### src/hw/rtl/fdma_pkg.sv
package fdma_pkg;

    // Defaults for the top-level parameters
    localparam int DEF_NUM_CHANNELS = 4;
    localparam int DEF_ADDRESS_BITS = 32;

    // Per-channel register files always hold four entries
    localparam int MAX_CHANNELS = 4;

    // Operation codes
    localparam logic [1:0] OP_READ    = 2'd0;
    localparam logic [1:0] OP_WRITE   = 2'd1;
    localparam logic [1:0] OP_REQUEST = 2'd2;
    localparam logic [1:0] OP_TICK    = 2'd3;

    // Register offsets
    localparam logic [3:0] REG_INIT     = 4'h0;
    localparam logic [3:0] REG_CHAN     = 4'h1;
    localparam logic [3:0] REG_COUNT_LO = 4'h2;
    localparam logic [3:0] REG_COUNT_HI = 4'h3;
    localparam logic [3:0] REG_ADDR_0   = 4'h4;
    localparam logic [3:0] REG_ADDR_1   = 4'h5;
    localparam logic [3:0] REG_ADDR_2   = 4'h6;
    localparam logic [3:0] REG_ADDR_3   = 4'h7;
    localparam logic [3:0] REG_DEV_LO   = 4'h8;
    localparam logic [3:0] REG_DEV_HI   = 4'h9;
    localparam logic [3:0] REG_MODE     = 4'ha;
    localparam logic [3:0] REG_STATUS   = 4'hb;
    localparam logic [3:0] REG_TEMP_LO  = 4'hc;
    localparam logic [3:0] REG_TEMP_HI  = 4'hd;
    localparam logic [3:0] REG_REQUEST  = 4'he;
    localparam logic [3:0] REG_MASK     = 4'hf;

    // Request answer codes
    localparam logic [1:0] CODE_ACCEPTED = 2'd0;
    localparam logic [1:0] CODE_MASKED   = 2'd1;
    localparam logic [1:0] CODE_DISABLED = 2'd2;

    // Mode byte fields
    localparam logic [1:0] DIR_IO_TO_MEM = 2'b01;
    localparam logic [1:0] DIR_MEM_TO_IO = 2'b10;
    localparam logic [1:0] MODE_DEMAND   = 2'b00;
    localparam logic [1:0] MODE_SINGLE   = 2'b01;
    localparam int         MODE_AUTO_BIT = 4;
    localparam int         MODE_DEC_BIT  = 5;

    localparam int         DEV_DISABLE_BIT = 2;
    localparam logic [7:0] MASK_RESET      = 8'h0f;
    localparam logic [15:0] COUNT_WRAP     = 16'hffff;

    typedef struct packed {
        logic [1:0] operation;
        logic [3:0] reg_offset;
        logic [7:0] reg_wdata;
        logic [1:0] chan;
        logic       request_level;
        logic [7:0] io_in_byte;
        logic [7:0] mem_in_byte;
    } item_t;

    typedef struct packed {
        logic [7:0]  reg_rdata;
        logic [1:0]  request_code;
        logic        mem_write_strobe;
        logic        mem_read_strobe;
        logic [31:0] mem_address;
        logic        io_write_strobe;
        logic [7:0]  transfer_byte;
        logic        eop_level;
    } result_t;

    // Channel status seen by the top level
    typedef struct packed {
        logic [MAX_CHANNELS-1:0] line_active;
        logic [MAX_CHANNELS-1:0] request_present;
        logic [MAX_CHANNELS-1:0] pending;
    } chan_status_t;

endpackage

### src/hw/rtl/fdma_in_stage.sv
module fdma_in_stage (
    input  logic            clk,
    input  logic            rst_n,
    input  logic            load,
    input  fdma_pkg::item_t item_in,
    input  logic            advance,
    output logic            valid,
    output fdma_pkg::item_t item_out
);
    import fdma_pkg::*;

    logic  valid_reg;
    item_t item_reg;

    // Hold the request until the core takes it
    always_ff @(posedge clk or negedge rst_n)
    begin
        if (!rst_n)
        begin
            valid_reg <= 1'b0;
        end
        else if (load)
        begin
            valid_reg <= 1'b1;
        end
        else if (advance)
        begin
            valid_reg <= 1'b0;
        end
    end

    always_ff @(posedge clk)
    begin
        if (load)
        begin
            item_reg <= item_in;
        end
    end

    assign valid    = valid_reg;
    assign item_out = item_reg;

endmodule

### src/hw/rtl/fdma_core.sv
module fdma_core #(
    parameter int NUM_CHANNELS = fdma_pkg::DEF_NUM_CHANNELS,
    parameter int ADDRESS_BITS = fdma_pkg::DEF_ADDRESS_BITS
) (
    input  logic                   clk,
    input  logic                   rst_n,
    input  logic                   advance,
    input  fdma_pkg::item_t        item,
    output fdma_pkg::result_t      result,
    output fdma_pkg::chan_status_t status
);
    import fdma_pkg::*;

    localparam int AW = ADDRESS_BITS;

    logic [1:0]  selected_channel_reg, selected_channel_next;
    logic        base_only_reg, base_only_next;
    logic        wide_bus_reg, wide_bus_next;
    logic [15:0] count_base_reg [MAX_CHANNELS];
    logic [15:0] count_base_next [MAX_CHANNELS];
    logic [15:0] count_current_reg [MAX_CHANNELS];
    logic [15:0] count_current_next [MAX_CHANNELS];
    logic [AW-1:0] address_base_reg [MAX_CHANNELS];
    logic [AW-1:0] address_base_next [MAX_CHANNELS];
    logic [AW-1:0] address_current_reg [MAX_CHANNELS];
    logic [AW-1:0] address_current_next [MAX_CHANNELS];
    logic [15:0] device_ctrl_reg, device_ctrl_next;
    logic [7:0]  channel_mode_reg [MAX_CHANNELS];
    logic [7:0]  channel_mode_next [MAX_CHANNELS];
    logic [7:0]  status_bits_reg, status_bits_next;
    logic [7:0]  request_bits_reg, request_bits_next;
    logic [7:0]  mask_bits_reg, mask_bits_next;
    logic [NUM_CHANNELS-1:0] line_active_reg, line_active_next;
    logic [NUM_CHANNELS-1:0] pending_reg, pending_next;
    logic        eop_reg, eop_next;

    logic [NUM_CHANNELS-1:0] chan_onehot;
    logic        chan_ok;
    logic        pend_hit;
    logic [1:0]  c_sel;
    logic [1:0]  ch;
    logic [15:0] cnt_view;
    logic [31:0] addr_view;
    logic [31:0] addr_word;
    logic [15:0] cnt_word;
    logic [7:0]  tick_mode;
    logic [1:0]  tick_dir;
    logic [AW-1:0] addr_step;
    logic [15:0] cnt_step;
    result_t     res;

    always_comb
    begin
        for (int i = 0; i < NUM_CHANNELS; i++)
        begin
            chan_onehot[i] = (item.chan == 2'(i));
        end
    end

    assign chan_ok  = |chan_onehot;
    assign pend_hit = |(pending_reg & chan_onehot);
    assign c_sel    = selected_channel_reg;
    assign ch       = item.chan;
    assign cnt_view = base_only_reg ? count_base_reg[c_sel] : count_current_reg[c_sel];
    assign addr_view = base_only_reg ? 32'(address_base_reg[c_sel])
                                     : 32'(address_current_reg[c_sel]);
    assign tick_mode = channel_mode_reg[ch];
    assign tick_dir  = tick_mode[3:2];
    assign addr_step = tick_mode[MODE_DEC_BIT] ? address_current_reg[ch] - AW'(1)
                                               : address_current_reg[ch] + AW'(1);
    assign cnt_step  = count_current_reg[ch] - 16'd1;

    always_comb
    begin
        selected_channel_next = selected_channel_reg;
        base_only_next        = base_only_reg;
        wide_bus_next         = wide_bus_reg;
        count_base_next       = count_base_reg;
        count_current_next    = count_current_reg;
        address_base_next     = address_base_reg;
        address_current_next  = address_current_reg;
        device_ctrl_next      = device_ctrl_reg;
        channel_mode_next     = channel_mode_reg;
        status_bits_next      = status_bits_reg;
        request_bits_next     = request_bits_reg;
        mask_bits_next        = mask_bits_reg;
        line_active_next      = line_active_reg;
        pending_next          = pending_reg;
        eop_next              = eop_reg;
        addr_word             = 32'(address_base_reg[c_sel]);
        cnt_word              = count_base_reg[c_sel];
        res                   = '0;

        case (item.operation)
            OP_READ:
            begin
                case (item.reg_offset)
                    REG_CHAN:
                    begin
                        res.reg_rdata    = 8'd1 << c_sel;
                        res.reg_rdata[4] = base_only_reg;
                    end
                    REG_COUNT_LO, REG_COUNT_HI:
                        res.reg_rdata = cnt_view[{item.reg_offset[0], 3'b000} +: 8];
                    REG_ADDR_0, REG_ADDR_1, REG_ADDR_2, REG_ADDR_3:
                        res.reg_rdata = addr_view[{item.reg_offset[1:0], 3'b000} +: 8];
                    REG_DEV_LO:  res.reg_rdata = device_ctrl_reg[7:0];
                    REG_DEV_HI:  res.reg_rdata = device_ctrl_reg[15:8];
                    REG_MODE:    res.reg_rdata = channel_mode_reg[c_sel];
                    REG_STATUS:
                    begin
                        res.reg_rdata         = status_bits_reg;
                        status_bits_next[3:0] = 4'd0;
                    end
                    REG_REQUEST: res.reg_rdata = request_bits_reg;
                    REG_MASK:    res.reg_rdata = mask_bits_reg;
                    default:     res.reg_rdata = 8'd0;
                endcase
            end
            OP_WRITE:
            begin
                case (item.reg_offset)
                    REG_INIT:
                    begin
                        wide_bus_next = item.reg_wdata[1];
                        if (item.reg_wdata[0])
                        begin
                            selected_channel_next = 2'd0;
                            base_only_next        = 1'b0;
                            for (int i = 0; i < MAX_CHANNELS; i++)
                            begin
                                channel_mode_next[i] = 8'd0;
                            end
                            device_ctrl_next      = 16'd0;
                            mask_bits_next        = MASK_RESET;
                            status_bits_next[3:0] = 4'd0;
                            request_bits_next     = 8'd0;
                        end
                    end
                    REG_CHAN:
                    begin
                        selected_channel_next = item.reg_wdata[1:0];
                        base_only_next        = item.reg_wdata[2];
                    end
                    REG_COUNT_LO, REG_COUNT_HI:
                    begin
                        cnt_word[{item.reg_offset[0], 3'b000} +: 8] = item.reg_wdata;
                        count_base_next[c_sel] = cnt_word;
                        if (!base_only_reg)
                        begin
                            cnt_word = count_current_reg[c_sel];
                            cnt_word[{item.reg_offset[0], 3'b000} +: 8] = item.reg_wdata;
                            count_current_next[c_sel] = cnt_word;
                        end
                    end
                    REG_ADDR_0, REG_ADDR_1, REG_ADDR_2, REG_ADDR_3:
                    begin
                        addr_word[{item.reg_offset[1:0], 3'b000} +: 8] = item.reg_wdata;
                        address_base_next[c_sel] = addr_word[AW-1:0];
                        if (!base_only_reg)
                        begin
                            addr_word = 32'(address_current_reg[c_sel]);
                            addr_word[{item.reg_offset[1:0], 3'b000} +: 8] = item.reg_wdata;
                            address_current_next[c_sel] = addr_word[AW-1:0];
                        end
                    end
                    REG_DEV_LO:  device_ctrl_next[7:0]   = item.reg_wdata;
                    REG_DEV_HI:  device_ctrl_next[15:8]  = item.reg_wdata;
                    REG_MODE:    channel_mode_next[c_sel] = item.reg_wdata;
                    REG_REQUEST: request_bits_next = item.reg_wdata;
                    REG_MASK:    mask_bits_next    = item.reg_wdata;
                    default:     ;
                endcase
            end
            OP_REQUEST:
            begin
                if (!chan_ok)
                begin
                    res.request_code = item.request_level ? CODE_MASKED : CODE_ACCEPTED;
                end
                else if (item.request_level)
                begin
                    if (device_ctrl_reg[DEV_DISABLE_BIT])
                    begin
                        res.request_code = CODE_DISABLED;
                    end
                    else if (mask_bits_reg[{1'b0, ch}])
                    begin
                        res.request_code = CODE_MASKED;
                    end
                    else
                    begin
                        line_active_next = line_active_reg | chan_onehot;
                        status_bits_next[{1'b1, ch}] = 1'b1;
                        case (channel_mode_reg[ch][7:6])
                            MODE_DEMAND:
                            begin
                                eop_next     = 1'b0;
                                pending_next = pending_reg | chan_onehot;
                            end
                            MODE_SINGLE:
                                pending_next = pending_reg | chan_onehot;
                            default: ;
                        endcase
                    end
                end
                else
                begin
                    line_active_next = line_active_reg & ~chan_onehot;
                    status_bits_next[{1'b1, ch}] = 1'b0;
                    status_bits_next[{1'b0, ch}] = 1'b1;
                end
            end
            default:
            begin
                // Transfer tick: consume the pending transfer, move at most one byte
                if (pend_hit)
                begin
                    pending_next = pending_reg & ~chan_onehot;
                    if (tick_dir == DIR_IO_TO_MEM || tick_dir == DIR_MEM_TO_IO)
                    begin
                        res.mem_address = 32'(address_current_reg[ch]);
                        if (tick_dir == DIR_IO_TO_MEM)
                        begin
                            res.mem_write_strobe = 1'b1;
                            res.transfer_byte    = item.io_in_byte;
                        end
                        else
                        begin
                            res.mem_read_strobe = 1'b1;
                            res.io_write_strobe = 1'b1;
                            res.transfer_byte   = item.mem_in_byte;
                        end
                        address_current_next[ch] = addr_step;
                        count_current_next[ch]   = cnt_step;
                        if (cnt_step == COUNT_WRAP)
                        begin
                            if (tick_mode[MODE_AUTO_BIT])
                            begin
                                address_current_next[ch] = address_base_reg[ch];
                                count_current_next[ch]   = count_base_reg[ch];
                            end
                            eop_next = 1'b1;
                        end
                    end
                end
            end
        endcase

        res.eop_level = eop_next;
    end

    always_ff @(posedge clk or negedge rst_n)
    begin
        if (!rst_n)
        begin
            selected_channel_reg <= 2'd0;
            base_only_reg        <= 1'b0;
            wide_bus_reg         <= 1'b0;
            for (int i = 0; i < MAX_CHANNELS; i++)
            begin
                count_base_reg[i]      <= 16'd0;
                count_current_reg[i]   <= 16'd0;
                address_base_reg[i]    <= '0;
                address_current_reg[i] <= '0;
                channel_mode_reg[i]    <= 8'd0;
            end
            device_ctrl_reg  <= 16'd0;
            status_bits_reg  <= 8'd0;
            request_bits_reg <= 8'd0;
            mask_bits_reg    <= MASK_RESET;
            line_active_reg  <= '0;
            pending_reg      <= '0;
            eop_reg          <= 1'b0;
        end
        else if (advance)
        begin
            selected_channel_reg <= selected_channel_next;
            base_only_reg        <= base_only_next;
            wide_bus_reg         <= wide_bus_next;
            count_base_reg       <= count_base_next;
            count_current_reg    <= count_current_next;
            address_base_reg     <= address_base_next;
            address_current_reg  <= address_current_next;
            device_ctrl_reg      <= device_ctrl_next;
            channel_mode_reg     <= channel_mode_next;
            status_bits_reg      <= status_bits_next;
            request_bits_reg     <= request_bits_next;
            mask_bits_reg        <= mask_bits_next;
            line_active_reg      <= line_active_next;
            pending_reg          <= pending_next;
            eop_reg              <= eop_next;
        end
    end

    assign result                 = res;
    assign status.line_active     = MAX_CHANNELS'(line_active_reg);
    assign status.request_present = status_bits_reg[7:4];
    assign status.pending         = MAX_CHANNELS'(pending_reg);

endmodule

### src/hw/rtl/fdma_out_stage.sv
module fdma_out_stage (
    input  logic              clk,
    input  logic              rst_n,
    input  logic              load,
    input  fdma_pkg::result_t result_in,
    input  logic              take,
    output logic              valid,
    output logic              ready,
    output fdma_pkg::result_t result_out
);
    import fdma_pkg::*;

    logic    valid_reg;
    result_t result_reg;

    // Hold the result until the receiver takes it
    always_ff @(posedge clk or negedge rst_n)
    begin
        if (!rst_n)
        begin
            valid_reg <= 1'b0;
        end
        else if (load)
        begin
            valid_reg <= 1'b1;
        end
        else if (take)
        begin
            valid_reg <= 1'b0;
        end
    end

    always_ff @(posedge clk)
    begin
        if (load)
        begin
            result_reg <= result_in;
        end
    end

    assign valid      = valid_reg;
    assign ready      = !valid_reg || take;
    assign result_out = result_reg;

endmodule

### src/hw/rtl/four_channel_dma_controller.sv
// Four-channel DMA controller, byte-register programming model.
// Slave stream (s_*): one request per beat. s_tuser carries the operation
// (register read, register write, request-line event, transfer tick);
// s_tdata carries the register offset, write byte, channel, request level
// and the I/O and memory bytes.
// Master stream (m_*): exactly one result per request, in order: read data,
// request answer code, memory/I/O strobes, memory address, moved byte and the
// end-of-process level after the request.
// Flow: a request accepted into the input register is processed once the
// result register can take it; its result then enters the result register,
// m_tvalid rises with it, and the receiver takes it while m_tready is high.
// Throughput: one request per cycle while m_tready holds high; the input
// register and the result register each hold one request, and the register
// file updates in the same cycle that a result enters the result register.
// Reset: all registers clear, the mask register comes up with every channel
// masked, and both stream registers empty.
// Stall: while m_tready is low the result is held; one more request is
// taken into the input register, then s_tready drops until the result goes.
module four_channel_dma_controller #(
    parameter int NUM_CHANNELS = fdma_pkg::DEF_NUM_CHANNELS,
    parameter int ADDRESS_BITS = fdma_pkg::DEF_ADDRESS_BITS
) (
    input  logic        clk,
    input  logic        rst_n,
    input  logic        s_tvalid,
    output logic        s_tready,
    // [3:0] reg_offset, [11:4] reg_wdata, [13:12] chan, [14] request_level,
    // [22:15] io_in_byte, [30:23] mem_in_byte, [31] zero
    input  logic [31:0] s_tdata,
    // [1:0] operation
    input  logic [1:0]  s_tuser,
    output logic        m_tvalid,
    input  logic        m_tready,
    // [7:0] reg_rdata, [9:8] request_code, [10] mem_write_strobe,
    // [11] mem_read_strobe, [43:12] mem_address, [44] io_write_strobe,
    // [52:45] transfer_byte, [53] eop_level, [55:54] zero
    output logic [55:0] m_tdata
);
    import fdma_pkg::*;

    item_t        item_in;
    item_t        item_held;
    result_t      result_next;
    result_t      result_out;
    chan_status_t chan_status;
    logic         in_valid;
    logic         out_ready;
    logic         advance;
    logic         load_in;

    // Unpack the incoming request
    assign item_in.operation     = s_tuser;
    assign item_in.reg_offset    = s_tdata[3:0];
    assign item_in.reg_wdata     = s_tdata[11:4];
    assign item_in.chan          = s_tdata[13:12];
    assign item_in.request_level = s_tdata[14];
    assign item_in.io_in_byte    = s_tdata[22:15];
    assign item_in.mem_in_byte   = s_tdata[30:23];

    // Advance the held request whenever the result register can take it
    assign advance  = in_valid && out_ready;
    assign s_tready = !in_valid || advance;
    assign load_in  = s_tvalid && s_tready;

    fdma_in_stage u_in_stage (
        .clk      (clk),
        .rst_n    (rst_n),
        .load     (load_in),
        .item_in  (item_in),
        .advance  (advance),
        .valid    (in_valid),
        .item_out (item_held)
    );

    fdma_core #(
        .NUM_CHANNELS (NUM_CHANNELS),
        .ADDRESS_BITS (ADDRESS_BITS)
    ) u_core (
        .clk     (clk),
        .rst_n   (rst_n),
        .advance (advance),
        .item    (item_held),
        .result  (result_next),
        .status  (chan_status)
    );

    fdma_out_stage u_out_stage (
        .clk        (clk),
        .rst_n      (rst_n),
        .load       (advance),
        .result_in  (result_next),
        .take       (m_tready),
        .valid      (m_tvalid),
        .ready      (out_ready),
        .result_out (result_out)
    );

    // Pack the result, first field in the lowest bits
    assign m_tdata = {2'b00,
                      result_out.eop_level,
                      result_out.transfer_byte,
                      result_out.io_write_strobe,
                      result_out.mem_address,
                      result_out.mem_read_strobe,
                      result_out.mem_write_strobe,
                      result_out.request_code,
                      result_out.reg_rdata};

    // A request line is active exactly when its request-present status bit is set
    assert property (@(posedge clk) disable iff (!rst_n)
        chan_status.line_active == chan_status.request_present)
        else $error("line state and request-present status disagree");

    // A request processed at this edge must be offered at the next
    assert property (@(posedge clk) disable iff (!rst_n)
        advance |=> m_tvalid)
        else $error("processed request lost before the output");

    // An empty result register never blocks a held request
    assert property (@(posedge clk) disable iff (!rst_n)
        (in_valid && !m_tvalid) |-> s_tready)
        else $error("input stalled with an empty result register");

    // A transfer moves one byte in one direction only
    assert property (@(posedge clk) disable iff (!rst_n)
        m_tvalid |-> (!(result_out.mem_write_strobe && result_out.mem_read_strobe)
                      && (result_out.io_write_strobe == result_out.mem_read_strobe)))
        else $error("inconsistent transfer strobes");

endmodule

### config.mk
export PLATFORM = sky130hd
export DESIGN_NAME = four_channel_dma_controller
export DESIGN_NICKNAME = d
export VERILOG_FILES = /design/src/hw/rtl/fdma_pkg.sv /design/src/hw/rtl/fdma_in_stage.sv /design/src/hw/rtl/fdma_core.sv /design/src/hw/rtl/fdma_out_stage.sv /design/src/hw/rtl/four_channel_dma_controller.sv
export SDC_FILE = /design/constraint.sdc
export NUM_CORES = 2
export LEC_CHECK = 0
export BUFFER_PORTS_ARGS = -buffer_cell sky130_fd_sc_hd__buf_2
export CAP_MARGIN = 20
export CORE_UTILIZATION = 55
export CTS_CLUSTER_DIAMETER = 100
export DETAILED_ROUTE_END_ITERATION = 7
export GPL_ROUTABILITY_DRIVEN = 0
export PLACE_DENSITY = 0.72
export SYNTH_ARGS = -nofsm -noshare
export SYNTH_HDL_FRONTEND = slang
export SYNTH_SLANG_ARGS = --single-unit
### constraint.sdc
create_clock -name clk -period 9.8 [get_ports clk]
set_clock_uncertainty 0.1 [all_clocks]
set_input_delay 1.96 -clock clk [delete_from_list [all_inputs] [get_ports clk]]
set_output_delay 1.96 -clock clk [all_outputs]
set_load 0.05 [all_outputs]
==> summary.txt <==
Routing
  – Overall routed net length: 112000 microns
  – Vias post-DR: 28075
  – DRC violations left: 0
  – Number of vias per cell: 7.33
  – DR iter-0 viols: 4073
  – Routed length per placed instance: 29.3 microns
  – Antenna violation net count after detailed routing: 0
  – First-pass iteration count of the detailed router: 7

Global route
  – Antenna violations before repair: 3
  – Wire length of the first global-routing pass: 167000 microns
  – Overall fraction of global-route tracks in use: 38.9%
  – Number of global-route vias before repair: 27311
  – Maximum number of pins on one net before global-route repair: 175
  – Remaining global-route overflow: 0

STA
  – Final critical-path required period: 6.35 ns
  – RSZ-0062 raised after global routing: false
  – Crit share post-route: 64.8%
  – Tightest Pin Transition: 1.31 ns
  – Count of final max-slew check failures: 0
  – Accumulated negative setup slack: 0 ns
  – Worst rel slew slack: 12.5%
  – Final Hold Vio Count: 0
  – Maximum clock rate: 158 MHz
  – Total of endpoints with negative setup slack in the final report: 0

CTS
  – Number of buffers on the longest clock path: 3
  – Count of clock tree sinks: 552
  – # H-tree levels: 2
  – Clk slew on worst S/H paths: 0.06 ns
  – Clock insertion delay at the later pin of the skew report: 0.66 ns
  – Setup bufs post-CTS: 0
  – Number of buffers created by CTS: 56
  – Post-CTS Resized: 0
  – CTS tree: yes
  – Clock root buffer master: sky130_fd_sc_hd__clkbuf_16
  – Number of hold buffers added after cts: 0

Power and ir drop
  – Worst vdd ir: 0.141 mV
  – Static Leakage: 14.7 nW
  – Pwr/cell area: 178 nW/um^2

Die
  – Top-Level Pins: 96
  – Core Region: 56400 sq um
  – Number of rows in the core area: 87
  – Initial Util: 55.6%
  – Die Height: 241 microns
  – Die Footprint: 58000 sq um
  – Die W: 241 microns

Yosys
  – Synthesized instance count: 3054
  – Top cell type by total area after synthesis: sky130_fd_sc_hd__dfrtp_1
  – Biggest area contributors in the synthesized netlist: sky130_fd_sc_hd__dfrtp_1 (37%), sky130_fd_sc_hd__mux4_2 (13%), sky130_fd_sc_hd__edfxtp_1 (8.2%), sky130_fd_sc_hd__a21oi_1 (6.4%), sky130_fd_sc_hd__nor2_1 (4.8%)
  – Dominant combinational cell family by area after synthesis: compound AO/OA/AOI/OAI gates
  – Post-synth ARST share: 84.4%
  – Seq/Total Area, Yosys: 45.4%
  – Summed instance area of the synthesized netlist: 31400 sq um
  – Xor/xnor cell area share of the yosys netlist: 0.809%
  – Mux contribution to synthesized area: 14.3%
  – Synth cell types: 88
  – Simple logic cell fraction of the synthesized area: 11.6%
  – Compound-cell area share of the yosys netlist: 22.7%
  – Synthesized-area fraction occupied by adder cells: 1.66%
  – Most instantiated flip-flop cell in the synthesis netlist: sky130_fd_sc_hd__dfrtp_1
  – Fraction of post-synthesis cell area in the top cell type by area: 36.8%
  – Avg Inst Size Synth: 10.3 sq um
  – EDFF count, synth: 86
  – Synthesis-stage register bit count: 552
  – YS warnings: 0

Setup path
  – CP Capture Type: register
  – Worst setup SP type: register
  – Worst Path Class, Setup: reg2reg
  – Crit path required time: 10.25 ns
  – Maximum fanout along the worst path: 60
  – Data arrival, critical path: 6.80 ns

Place
  – Number of placed cells counting well taps: 3720
  – Port Buffers: 92
  – Final HPWL DP: 71800 microns

Status
  – Outcome: finished clean

Cells and area
  – Post-layout util: 60.9%
  – Number of nets in the layout: 3102
  – Final Non-Filler Cells: 3830
  – Footprint of the flip-flops and latches: 14300 sq um
  – Share of post-route cells with drive strength above 1: 15.5%
  – Area added between synthesis and finish: 9.36%
  – Fill cell instance count of the final layout: 4541
  – Multi-input logic area: 16200 sq um

Job
  – Number of max-cap violations: 0

Worst hold path
  – Class of the most critical hold timing path: reg2reg
-- cells in the final DEF, fill, tap and decap left out, types with 19 or more instances in the layout --
master,n
sky130_fd_sc_hd__and2_1,23
sky130_fd_sc_hd__nor3_1,20
sky130_fd_sc_hd__a21boi_0,32
sky130_fd_sc_hd__inv_1,31
sky130_fd_sc_hd__buf_4,52
sky130_fd_sc_hd__a22oi_1,153
sky130_fd_sc_hd__dfrtp_1,460
sky130_fd_sc_hd__clkbuf_16,58
sky130_fd_sc_hd__buf_2,91
sky130_fd_sc_hd__nor2b_1,22
sky130_fd_sc_hd__mux2i_1,28
sky130_fd_sc_hd__nand3_1,30
sky130_fd_sc_hd__a21o_1,57
sky130_fd_sc_hd__o211ai_1,34
sky130_fd_sc_hd__a31oi_1,25
sky130_fd_sc_hd__a22o_1,71
sky130_fd_sc_hd__nor2_1,386
sky130_fd_sc_hd__o21ai_0,185
sky130_fd_sc_hd__o21ai_1,24
sky130_fd_sc_hd__a211oi_1,19
sky130_fd_sc_hd__o31ai_1,41
sky130_fd_sc_hd__mux4_2,176
sky130_fd_sc_hd__and3_1,44
sky130_fd_sc_hd__a21oi_1,401
sky130_fd_sc_hd__ha_1,40
sky130_fd_sc_hd__xor2_1,20
sky130_fd_sc_hd__edfxtp_1,86
sky130_fd_sc_hd__nand2_1,186
-- final cells by class --
type                       count  share of cell area [%]
multi-input combinational   2233                    47.1
sequential                   552                    41.5
clock buffer                  81                    4.98
tap                          756                    2.76
timing repair buffer         147                    2.65
clock inverter                24                   0.594
inverter                      33                   0.361
antenna                        4                  0.0292
-- worst paths after layout --
| check | depth (start not counted) | startpoint | slack (ns) | to |
|---|---|---|---|---|
| setup / recovery | 12 | u_in_stage.item_out[18]$_DFFE_PP_ | 3.45 | u_core.address_current_reg[7]$_DFFE_PN0P_ |
| hold / removal | 2 | register | 0.38 | register |
| setup reg to reg | 12 | u_in_stage.item_out[18]$_DFFE_PP_ | 3.45 | u_core.address_current_reg[7]$_DFFE_PN0P_ |
| hold reg to reg | 2 | register | 0.38 | register |
| max in group asynchronous | 3 | rst_n | 6.18 | u_core.count_base_reg[39]$_DFFE_PN0P_ |
| min in group asynchronous | 1 | rst_n | 1.22 | u_core.address_base_reg[20]$_DFFE_PN0P_ |
-- stage by stage --
step	hold slack, ns	power [mW]	cell area (sq um)	setup WS [ns]
6_report	0.380	6.10	34300	3.45
5_1_grt	0.425	6.28	34300	3.23
4_1_cts	0.383	6.05	34300	3.71
3_5_place_dp	0.366	3.85	32400	3.74
3_3_place_gp	0.362	3.81	32400	3.90
2_1_floorplan	0.344	3.47	31400	3.97
-- cells in the mapped netlist, types with 5 or more instances --
| cell | number |
|---|---|
| sky130_fd_sc_hd__clkbuf_1 | 182 |
| sky130_fd_sc_hd__mux4_2 | 176 |
| sky130_fd_sc_hd__nor2_1 | 403 |
| sky130_fd_sc_hd__dfrtp_1 | 462 |
| sky130_fd_sc_hd__nand3_1 | 30 |
| sky130_fd_sc_hd__edfxtp_1 | 86 |
| sky130_fd_sc_hd__xor2_1 | 20 |
| sky130_fd_sc_hd__buf_1 | 24 |
| sky130_fd_sc_hd__mux2i_1 | 28 |
| sky130_fd_sc_hd__a22o_1 | 71 |
| sky130_fd_sc_hd__a211oi_1 | 19 |
| sky130_fd_sc_hd__buf_2 | 23 |
| sky130_fd_sc_hd__o22ai_1 | 7 |
| sky130_fd_sc_hd__a21o_1 | 57 |
| sky130_fd_sc_hd__a22oi_1 | 153 |
| sky130_fd_sc_hd__a31oi_1 | 25 |
| sky130_fd_sc_hd__o311ai_0 | 5 |
| sky130_fd_sc_hd__o31ai_1 | 41 |
| sky130_fd_sc_hd__nand2b_1 | 17 |
| sky130_fd_sc_hd__nand4_1 | 15 |
| sky130_fd_sc_hd__mux2_2 | 7 |
| sky130_fd_sc_hd__a221oi_1 | 9 |
| sky130_fd_sc_hd__a21boi_0 | 32 |
| sky130_fd_sc_hd__nor3_1 | 21 |
| sky130_fd_sc_hd__xnor2_1 | 9 |
| sky130_fd_sc_hd__o2111ai_1 | 6 |
| sky130_fd_sc_hd__nand2_1 | 189 |
| sky130_fd_sc_hd__or3_1 | 9 |
| sky130_fd_sc_hd__nor2b_1 | 24 |
| sky130_fd_sc_hd__o21ai_0 | 188 |
| sky130_fd_sc_hd__o221ai_1 | 9 |
| sky130_fd_sc_hd__o21ai_1 | 23 |
| sky130_fd_sc_hd__inv_1 | 31 |
| sky130_fd_sc_hd__mux4_1 | 6 |
| sky130_fd_sc_hd__o211ai_1 | 34 |
| sky130_fd_sc_hd__a21oi_1 | 401 |
| sky130_fd_sc_hd__ha_1 | 40 |
| sky130_fd_sc_hd__o21a_1 | 14 |
| sky130_fd_sc_hd__and2_1 | 24 |
| sky130_fd_sc_hd__a222oi_1 | 6 |
| sky130_fd_sc_hd__and3_1 | 44 |
| sky130_fd_sc_hd__nor4_1 | 5 |
-- power breakdown --
| part | switching, mW | total, mW | internal (mW) |
|---|---|---|---|
| Sequential | 0.180 | 2.71 | 2.53 |
| Combinational | 0.707 | 1.15 | 0.442 |
| Clock | 0.953 | 2.24 | 1.28 |
| Total | 1.84 | 6.10 | 4.26 |
-- routing by layer --
metal / global-route usage [%] / vias up / routed length [microns]
met3: 13.2 / 579 / 16700
met4: 24.0 / 4 / 8120
li1: - / 11498 / -
met5: 0 / - / 20
met2: 56.8 / 2339 / 47800
met1: 50.0 / 13655 / 39800
-- worst max-delay path, stage by stage (launching register included) --
cell                       delay (ns)
sky130_fd_sc_hd__edfxtp_1        0.33
sky130_fd_sc_hd__buf_4           0.37
sky130_fd_sc_hd__buf_4           0.82
sky130_fd_sc_hd__mux4_2          0.51
sky130_fd_sc_hd__nor2_1          0.59
sky130_fd_sc_hd__nand4_1         0.25
sky130_fd_sc_hd__xor2_1          0.29
sky130_fd_sc_hd__o21bai_1        0.22
sky130_fd_sc_hd__nand4b_1        0.66
sky130_fd_sc_hd__nor2_4          0.77
sky130_fd_sc_hd__buf_4           0.68
sky130_fd_sc_hd__nor3b_1         0.33
sky130_fd_sc_hd__o21ai_0         0.25
-- cell families after synthesis --
kind of cell / Yosys count
DFF: 552
xor gates and xnor gates: 29
other: 1
buffers and inverters: 270
and+or+nand+nor: 813
AOI/OAI and AO/OA: 1131
adders and majority gates: 41
muxes: 217
(Power assumes the default switching activity.)
